$ cat config.mk
export PLATFORM = sky130hd
export DESIGN_NAME = fifo_handoff_mutex
export DESIGN_NICKNAME = d
export VERILOG_FILES = /design/src/fhm_pkg.sv /design/src/fhm_ram.sv /design/src/fhm_ctrl.sv /design/src/fhm_datapath.sv /design/src/fifo_handoff_mutex.sv
export SDC_FILE = /design/constraint.sdc
export NUM_CORES = 1
export LEC_CHECK = 0
export CAP_MARGIN = 0
export CORE_UTILIZATION = 40
export DETAILED_ROUTE_END_ITERATION = 16
export DONT_BUFFER_PORTS = 1
export HOLD_SLACK_MARGIN = 0.08
export PLACE_DENSITY_LB_ADDON = 0.3
export RECOVER_POWER = 25
export SLEW_MARGIN = 20
export SYNTH_ARGS = -nofsm -noshare
export SYNTH_HDL_FRONTEND = slang
export SYNTH_SLANG_ARGS = --single-unit
$ cat constraint.sdc
create_clock -name aclk -period 3.8 [get_ports aclk]
set_input_delay 0.76 -clock aclk [delete_from_list [all_inputs] [get_ports aclk]]
set_output_delay 0.76 -clock aclk [all_outputs]
set_load 0.02 [all_outputs]
$ cat src/fhm_pkg.sv
// Shared types and constants for the FIFO-queued handoff mutex.
// No dependencies; imported by fhm_ctrl, fhm_datapath and fifo_handoff_mutex.
package fhm_pkg;

    localparam int TASK_COUNT          = 16;
    localparam int TASK_W              = $clog2(TASK_COUNT);
    localparam int QUEUE_DEPTH_DEFAULT = 16;

    typedef enum logic [1:0] {
        CMD_CLEAR  = 2'd0,
        CMD_TRY    = 2'd1,
        CMD_LOCK   = 2'd2,
        CMD_UNLOCK = 2'd3
    } cmd_t;

    typedef struct packed {
        cmd_t              command;
        logic [TASK_W-1:0] task_id;
    } req_t;

    typedef struct packed {
        logic              granted;
        logic              queued;
        logic              rejected;
        logic              woken_valid;
        logic [TASK_W-1:0] woken_task;
        logic              lock_held;
        logic [TASK_W-1:0] holder_task;
    } result_t;

    typedef enum logic {
        ST_IDLE = 1'b0,
        ST_EXEC = 1'b1
    } state_t;

    typedef struct packed {
        logic capture;
        logic commit;
    } dp_cmd_t;

    typedef struct packed {
        logic out_stall;
    } dp_status_t;

endpackage

$ cat src/fhm_ram.sv
// Generic single-write, single-read RAM with registered read data.
// No package dependencies.
module fhm_ram #(
    parameter int WIDTH = 4,
    parameter int DEPTH = 16,
    localparam int ADDR_W = (DEPTH > 1) ? $clog2(DEPTH) : 1
) (
    input  logic              aclk,
    input  logic              we,
    input  logic [ADDR_W-1:0] waddr,
    input  logic [WIDTH-1:0]  wdata,
    input  logic [ADDR_W-1:0] raddr,
    output logic [WIDTH-1:0]  rdata
);

    logic [WIDTH-1:0] mem [DEPTH];

    always_ff @(posedge aclk) begin
        if (we) begin
            mem[waddr] <= wdata;
        end
        rdata <= mem[raddr];
    end

endmodule

$ cat src/fhm_ctrl.sv
// Controller FSM: accepts one request, then commits it once the output stage is free.
// Depends on fhm_pkg.
module fhm_ctrl (
    input  logic               aclk,
    input  logic               aresetn,
    input  logic               s_valid,
    output logic               s_ready,
    input  fhm_pkg::dp_status_t status,
    output fhm_pkg::dp_cmd_t    cmd
);
    import fhm_pkg::*;

    state_t state_reg, state_next;

    always_ff @(posedge aclk) begin
        if (!aresetn) begin
            state_reg <= ST_IDLE;
        end else begin
            state_reg <= state_next;
        end
    end

    always_comb begin
        state_next = state_reg;
        unique case (state_reg)
            ST_IDLE: begin
                if (s_valid) begin
                    state_next = ST_EXEC;
                end
            end
            ST_EXEC: begin
                if (!status.out_stall) begin
                    state_next = ST_IDLE;
                end
            end
            default: state_next = ST_IDLE;
        endcase
    end

    always_comb begin
        s_ready     = 1'b0;
        cmd.capture = 1'b0;
        cmd.commit  = 1'b0;
        unique case (state_reg)
            ST_IDLE: begin
                s_ready     = 1'b1;
                cmd.capture = s_valid;
            end
            ST_EXEC: begin
                cmd.commit = !status.out_stall;
            end
            default: ;
        endcase
    end

endmodule

$ cat src/fhm_datapath.sv
// Datapath: lock state, waiter queue pointers and RAM, result register.
// Depends on fhm_pkg and fhm_ram.
module fhm_datapath #(
    parameter int QUEUE_DEPTH = fhm_pkg::QUEUE_DEPTH_DEFAULT
) (
    input  logic                aclk,
    input  logic                aresetn,
    input  fhm_pkg::req_t       s_req,
    input  fhm_pkg::dp_cmd_t    cmd,
    output fhm_pkg::dp_status_t status,
    output logic                m_valid,
    input  logic                m_ready,
    output fhm_pkg::result_t    m_result
);
    import fhm_pkg::*;

    localparam int ADDR_W = (QUEUE_DEPTH > 1) ? $clog2(QUEUE_DEPTH) : 1;
    localparam int CNT_W  = $clog2(QUEUE_DEPTH + 1);
    localparam logic [ADDR_W-1:0] LAST_SLOT = ADDR_W'(QUEUE_DEPTH - 1);
    localparam logic [CNT_W-1:0]  FULL_CNT  = CNT_W'(QUEUE_DEPTH);

    req_t              req_reg;
    logic              lock_reg, lock_next;
    logic [TASK_W-1:0] owner_reg, owner_next;
    logic [ADDR_W-1:0] head_reg, head_next;
    logic [ADDR_W-1:0] tail_reg, tail_next;
    logic [CNT_W-1:0]  count_reg, count_next;
    logic              m_valid_reg;
    result_t           result_reg, result_next;
    logic              wr_en;
    logic [TASK_W-1:0] rd_data;

    function automatic logic [ADDR_W-1:0] next_slot(input logic [ADDR_W-1:0] idx);
        return (idx == LAST_SLOT) ? '0 : idx + 1'b1;
    endfunction

    fhm_ram #(
        .WIDTH(TASK_W),
        .DEPTH(QUEUE_DEPTH)
    ) u_waiters (
        .aclk  (aclk),
        .we    (wr_en),
        .waddr (tail_reg),
        .wdata (req_reg.task_id),
        .raddr (head_reg),
        .rdata (rd_data)
    );

    always_comb begin
        lock_next   = lock_reg;
        owner_next  = owner_reg;
        head_next   = head_reg;
        tail_next   = tail_reg;
        count_next  = count_reg;
        result_next = '0;
        wr_en       = 1'b0;
        unique case (req_reg.command)
            CMD_CLEAR: begin
                lock_next  = 1'b0;
                owner_next = '0;
                head_next  = '0;
                tail_next  = '0;
                count_next = '0;
            end
            CMD_TRY: begin
                if (!lock_reg) begin
                    lock_next           = 1'b1;
                    owner_next          = req_reg.task_id;
                    result_next.granted = 1'b1;
                end
            end
            CMD_LOCK: begin
                if (!lock_reg) begin
                    lock_next           = 1'b1;
                    owner_next          = req_reg.task_id;
                    result_next.granted = 1'b1;
                end else if (count_reg != FULL_CNT) begin
                    wr_en              = cmd.commit;
                    tail_next          = next_slot(tail_reg);
                    count_next         = count_reg + 1'b1;
                    result_next.queued = 1'b1;
                end else begin
                    result_next.rejected = 1'b1;
                end
            end
            CMD_UNLOCK: begin
                if (count_reg != '0) begin
                    lock_next               = 1'b1;
                    owner_next              = rd_data;
                    head_next               = next_slot(head_reg);
                    count_next              = count_reg - 1'b1;
                    result_next.woken_valid = 1'b1;
                    result_next.woken_task  = rd_data;
                end else begin
                    lock_next  = 1'b0;
                    owner_next = '0;
                end
            end
            default: ;
        endcase
        result_next.lock_held   = lock_next;
        result_next.holder_task = lock_next ? owner_next : '0;
    end

    always_ff @(posedge aclk) begin
        if (!aresetn) begin
            lock_reg    <= 1'b0;
            owner_reg   <= '0;
            head_reg    <= '0;
            tail_reg    <= '0;
            count_reg   <= '0;
            m_valid_reg <= 1'b0;
        end else begin
            if (cmd.commit) begin
                lock_reg    <= lock_next;
                owner_reg   <= owner_next;
                head_reg    <= head_next;
                tail_reg    <= tail_next;
                count_reg   <= count_next;
                m_valid_reg <= 1'b1;
            end else if (m_ready) begin
                m_valid_reg <= 1'b0;
            end
        end
    end

    always_ff @(posedge aclk) begin
        if (cmd.capture) begin
            req_reg <= s_req;
        end
        if (cmd.commit) begin
            result_reg <= result_next;
        end
    end

    assign status.out_stall = m_valid_reg && !m_ready;
    assign m_valid          = m_valid_reg;
    assign m_result         = result_reg;

    // waiters only exist while someone holds the lock
    assert property (@(posedge aclk) disable iff (!aresetn)
        !lock_reg |-> (count_reg == '0))
        else $error("waiter queue not empty while lock is free");

    assert property (@(posedge aclk) disable iff (!aresetn)
        count_reg <= FULL_CNT)
        else $error("waiter count above queue depth");

    assert property (@(posedge aclk) disable iff (!aresetn)
        m_valid_reg |-> $onehot0({result_reg.granted, result_reg.queued,
                                  result_reg.rejected, result_reg.woken_valid}))
        else $error("conflicting result flags");

    assert property (@(posedge aclk) disable iff (!aresetn)
        cmd.commit |=> (result_reg.lock_held == lock_reg) &&
                       (!result_reg.rejected || (count_reg == FULL_CNT)))
        else $error("result does not match committed state");

endmodule

$ cat src/fifo_handoff_mutex.sv
// Channel   Dir  Handshake          Payload
// s_        in   s_valid/s_ready    s_req    (command, task_id)
// m_        out  m_valid/m_ready    m_result (granted ... holder_task)
//
// Each request is captured in ST_IDLE, where the head waiter is also read from the
// queue RAM (registered read), and its state update is committed in ST_EXEC.
// The next request is taken while a finished result waits in the output register;
// commit holds while that register is still full and not being taken.
// Synchronous active-low reset frees the lock and empties the queue; no clearing pass.
// Depends on fhm_pkg, fhm_ctrl, fhm_datapath, fhm_ram.
module fifo_handoff_mutex #(
    parameter int QUEUE_DEPTH = fhm_pkg::QUEUE_DEPTH_DEFAULT
) (
    input  logic             aclk,
    input  logic             aresetn,
    input  logic             s_valid,
    output logic             s_ready,
    input  fhm_pkg::req_t    s_req,
    output logic             m_valid,
    input  logic             m_ready,
    output fhm_pkg::result_t m_result
);
    import fhm_pkg::*;

    dp_cmd_t    cmd;
    dp_status_t status;

    fhm_ctrl u_ctrl (
        .aclk    (aclk),
        .aresetn (aresetn),
        .s_valid (s_valid),
        .s_ready (s_ready),
        .status  (status),
        .cmd     (cmd)
    );

    fhm_datapath #(
        .QUEUE_DEPTH(QUEUE_DEPTH)
    ) u_datapath (
        .aclk     (aclk),
        .aresetn  (aresetn),
        .s_req    (s_req),
        .cmd      (cmd),
        .status   (status),
        .m_valid  (m_valid),
        .m_ready  (m_ready),
        .m_result (m_result)
    );

endmodule
==> Word-level counts from Yosys, hierarchy flattened <==
Memory sizes are Yosys's and may differ from the RTL's. A register that Yosys moved wholly into a read port is not among the register bits.
Cells that the tools add are included.
{ "word_totals": {"ff_bits": 39, "output_inout_bits": 15, "input_bits": 10, "ramBits": 64, "n_memories": 1, "word_cells": 79} }
{ "memory_table": {"columns": ["memory", "words", "word_bits", "read_ports", "rd_ports_with_merged_regs", "write_ports", "line", "rtl"], "rows": [
  ["u_datapath.u_waiters.mem", 16, 4, 1, 1, 1, "fhm_ram.sv:16", "logic [WIDTH-1:0] mem [DEPTH];"]
]} }
{ "op_classes": {"bitwise": 1, "n_addsub": 4, "muxes": 33, "n_reduce_logical": 15, "eq_ne": 9} }
{ "ops": {"columns": ["cell", "n"], "rows": [
  ["two-way mux 4 bit", 7],
  ["two-way mux 5 bit", 4],
  ["two-way mux 1 bit", 16],
  ["one-hot mux 4 bit (2 select lines)", 2],
  ["one-hot mux 5 bit (3 select lines)", 1],
  ["one-hot mux 4 bit (3 select lines)", 1],
  ["adder 4 x 1 -> 4 bit, second input constant", 2],
  ["equality test 4 bit, second input constant", 2],
  ["inequality test 2 x 1 -> 1 bit, second input constant", 3],
  ["nonzero test 2 bit", 3],
  ["adder 5 x 1 -> 5 bit, second input constant", 1],
  ["inequality test 5 bit, second input constant", 1],
  ["AND reduction 5 bit", 1],
  ["nonzero test 5 bit", 1],
  ["subtractor 5 x 1 -> 5 bit, second input constant", 1],
  ["equality test 2 bit, second input constant", 2],
  ["AND reduction 2 bit", 2],
  ["AND reduction 4 bit", 1],
  ["one-hot mux 1 bit (3 select lines)", 1],
  ["AND reduction 3 bit", 1],
  ["nonzero test 3 bit", 1],
  ["equality test 2 x 1 -> 1 bit, second input constant", 1],
  ["logical NOT 1 bit", 2],
  ["logical NOT 2 bit", 1],
  ["4 further kinds", 4]
]} }

==> Depth between registers and ports, before layout <==
{ "logic_depth": {"depth_word": 9, "mapped_depth": 9, "mapped_depth_nobuf": 8} }

==> By module <==
A second synthesis with hierarchy kept.
{ "unflattened": {"hier_cells": 326, "area_unflattened_um2": 4709.5} }
{ "modules_own_cells": {"columns": ["mod", "area_each_um2", "n_inst", "seq_area_each_um2", "cells_per_inst"], "rows": [
  ["fhm_ram", 2666.3, 1, 2001.9, 130],
  ["fhm_datapath", 1995.7, 1, 950.9, 190],
  ["fhm_ctrl", 47.5, 1, 20.0, 6]
]} }

==> Worst setup path before layout <==
No wires, ideal clock.
{ "synth_timing": {"path_kind": "input port to flip-flop", "from": "input port m_ready", "to": "memory u_datapath.u_waiters.mem[1][0], enable pin", "t_required_ps": 3439, "path_stages": 6, "slack_ps": 1068, "t_arrival_ps": 2370, "path_cell_list": "nand2b_1 nand2_1 inv_1 clkbuf_1 nand3_1 nor3_1"} }
{ "synth_lines": {"columns": ["item", "line", "rtl"], "rows": [
  ["from (decl)", "fifo_handoff_mutex.sv:20", "input logic m_ready,"],
  ["to (decl)", "fhm_ram.sv:16", null]
]} }

==> Final worst setup path <==
{ "layout_timing": {"from": "register u_datapath.req_reg[4] (netlist bit)", "to": "memory u_datapath.u_waiters.mem[0][2], enable pin"} }
{ "layout_between": {"elab_chain_cells": 4} }
{ "layout_rtl": {"columns": ["item", "line", "rtl"], "rows": [
  ["from (decl)", "fhm_datapath.sv:22", "req_t req_reg;"],
  ["from (signal assigned)", "fhm_datapath.sv:129", "req_reg <= s_req;"],
  ["equality test 2 bit", "fhm_datapath.sv:57", "unique case (req_reg.command)"],
  ["two-way mux 1 bit", "fhm_datapath.sv:57", null],
  ["two-way mux 1 bit", "fhm_ram.sv:19", "if (we) begin"],
  ["two-way mux 1 bit (implied by the code)", "fhm_ram.sv:20", "mem[waddr] <= wdata;"]
]} }
Every way passes these cells.

==> metrics.md <==
| Metric | Value |
|---|---|
| Outcome | finished clean |
| DRC Markers | 0 |
| Buffers added on ports | 0 |
| Post-synth top area cell | edfxtp_1 |
| Warning count from the yosys run | 0 |
| Power Density | 469.4 nW/um^2 |
| Die Footprint | between 10000 and 15000 sq um |
| M2 GR Usage | 23.73% |
| Overall Power | 2329 uW |
| Layer with the highest usage | met2 |
| Net Count, Synth | 327 |
| CTS hold repair buffers | 0 |
| Min Hold Slack | between 400 and 500 ps |
| Antenna-violating nets left | 0 |
| Leakage power total | 0.001612 uW |
| Routed length per instance | between 15 and 20 um |
| Nets | ~330 |
| Initial antenna violation count | 0 |
| Net Sw Frac | around a fifth |
| Core Rows | 38 |
| Max reg flops | 64 |
| Routed wire length | roughly 8.3 mm |
| Max-cap violations | 0 |
| Primary FF master, synth | edfxtp_1 |
| Worst Path Max Fanout | 9 |
| GR Util met3 | roughly 3.3% |
| Initial detailed-routing violation count | 222 |
| Share of cells above drive strength 1 | between 10% and 20% |
| Post-Syn Area | roughly 4500 sq um |
| Die W | 108.6 um |
| DP HPWL | 5.771 mm |
| Part of the power in combinational logic | approximately 4.3% |
| GR Util met1 | a little over a fifth |
| Worst-Margin Slew | 883.5 ps |
| # IOs | 25 |
| Clock Skews | a little over 6 ps |
| Syn Area/Cell | roughly 15 sq um |
| Crit path DAT | around 2500 ps |
| Vias/cell | between 5 and 6 |
| Post-CTS Resized | 0 |
| Vias | 2485 |
| CTS clk-pin slew, worst paths | ~70 ps |
| Clock sink count | around 110 |
| Psw | between 400 and 500 uW |
| Syn-to-layout area delta | 9.106% |
| Overflow after GRT | 0 |
| Core Area | about 11000 sq um |
| RSZ-0062 raised after global routing | no |
| Clk pwr share | 39.0% |
| WP data required | ~3800 ps |
| Setup CP Type | register to register |
| CTS Root Cell | clkbuf_16 |
| Crit end category | register |
| Async S/R FF share, synth | 0% |
| P_int | ~1800 uW |
| N_diodes | 0 |
| Skew-Pair Late Insertion Delay | approximately 330 ps |
| Yosys reg bits | 107 |
| Final GP Congestion | approximately 0.81 |
| Yosys cell types | 47 |
| Setup_tns | 0 ps |
| CTS Buf Count | 9 |
| Vias in the first global route | between 2000 and 2500 |
| First-pass GRT wire length | ~13 mm |
| Final setup fails | 0 |
| Worst reg-to-reg setup slack | approximately 1200 ps |
| Post-synth EDFFs | 83 |
| CTS Buffer Depth | 2 |
| Pins over their slew limit | 0 |
| Final Core Density | 45.38% |
| Final min period | between 2000 and 3000 ps |
| Seq/Total Area, Yosys | around 65% |
| GR Util All Layers | between 10% and 20% |
| Synth top area share | between 50 and 60% |
| Synth top area cells | edfxtp_1 55%, dfxtp_1 11%, mux4_2 9.9% |
| Largest net degree at the start of global routing | 23 |
| CTS tree | yes |
| CP Launch Type | register |
| Crit share post-route | between 60% and 70% |
| Commonest cells post-synth | 83 x edfxtp_1, 24 x dfxtp_1, 22 x nor2_1, 20 x mux4_2, 14 x nand2_1 |
| VDD IR max | ~200 uV |
| Hold Crit Class | register to register |
| Slew HR | ~41% |
| Fmax | 0.3915 GHz |
| Post CTS Setup Buffer Count | 0 |
| H-Tree Depth | 3 |
| Final hold violation count | 0 |
| Count leader, synth | edfxtp_1 |
| Syn Inst Count | between 300 and 400 |
| Die Ht | 108.6 um |
| Initial Utilization | about two fifths |
| Sequential share of power | approximately 57% |
| First-pass iteration count of the detailed router | 4 |
## layout by cell type (no fill, tap or decap), types with 6 or more instances in the layout
cell        n
edfxtp_1   83
a21oi_1    12
nand3_1     9
nor2b_1    10
ha_1       12
nand2_1    14
clkbuf_16   9
nor2_1     22
inv_1      11
mux4_2     20
dfxtp_1    24
nor3_1      6
o21ai_0     9
## worst max-delay path, cell delays in order, from the launching register on
cell and delay (ps):
edfxtp_1 450, inv_1 140, ha_1 320, nand2_1 130, a21oi_2 320, nand3_1 230
nor3_1 590
## power by group through the flow
stage	registers (uW)	clock network [uW]	logic, uW
4_1_cts	1320	932	102
2_1_floorplan	1340	0	81.7
5_1_grt	1320	980	114
6_report	1320	907	101
3_5_place_dp	1350	0	102
3_3_place_gp	1350	0	100
## routing by layer
| layer | vias to the layer above | part of all wire (%) |
|---|---|---|
| li1 | 1167 | - |
| met1 | 1232 | 48 |
| met2 | 75 | 46 |
| met3 | 11 | 4.2 |
| met4 | 0 | 1.8 |
| met5 | - | 0 |
## per-stage QoR
step           setup slack [ps]  instances  instance area (sq um)
2_1_floorplan              1068        305                   4548
3_3_place_gp               1359        432                   4673
3_5_place_dp               1176        432                   4673
4_1_cts                    1187        448                   4966
5_1_grt                    1038        448                   4962
6_report                   1246        448                   4962
## path summary, 6_finish.rpt
kind	from	endpoint	cells past startpoint
worst max register to register	u_datapath.req_reg[4]$_DFFE_PP_	u_datapath.u_waiters.mem[0][2]$_DFFE_PP_	6
worst max-delay path	u_datapath.req_reg[4]$_DFFE_PP_	u_datapath.u_waiters.mem[0][2]$_DFFE_PP_	6
worst min-delay path	u_datapath.owner_reg[1]$_SDFFE_PN0P_	u_datapath.owner_reg[1]$_SDFFE_PN0P_	1
worst min register to register	u_datapath.owner_reg[1]$_SDFFE_PN0P_	u_datapath.owner_reg[1]$_SDFFE_PN0P_	1
## final cells by class
cell class / instances / area, sq um
multi-input combinational: 171 / 1461
timing repair buffer: 3 / 18.77
sequential: 107 / 2973
fill: 947 / 5973
tap: 140 / 175.2
clock inverter: 6 / 63.81
clock buffer: 10 / 229.0
inverter: 11 / 41.29
## cells by family (layout without fill, tap and decap cells)
logic type / count (synthesis) / in the layout / share of synthesized area (%)
mux: 24 / 24 / 10.89
fa+ha+maj: 12 / 12 / 3.301
compound gates: 50 / 50 / 7.510
flops: 107 / 107 / 65.36
simple gates: 81 / 81 / 9.656
xor+xnor: 4 / 4 / 0.7704
buf+inv: 27 / 30 / 2.503
No activity file was read; power rests on OpenSTA's default activity.
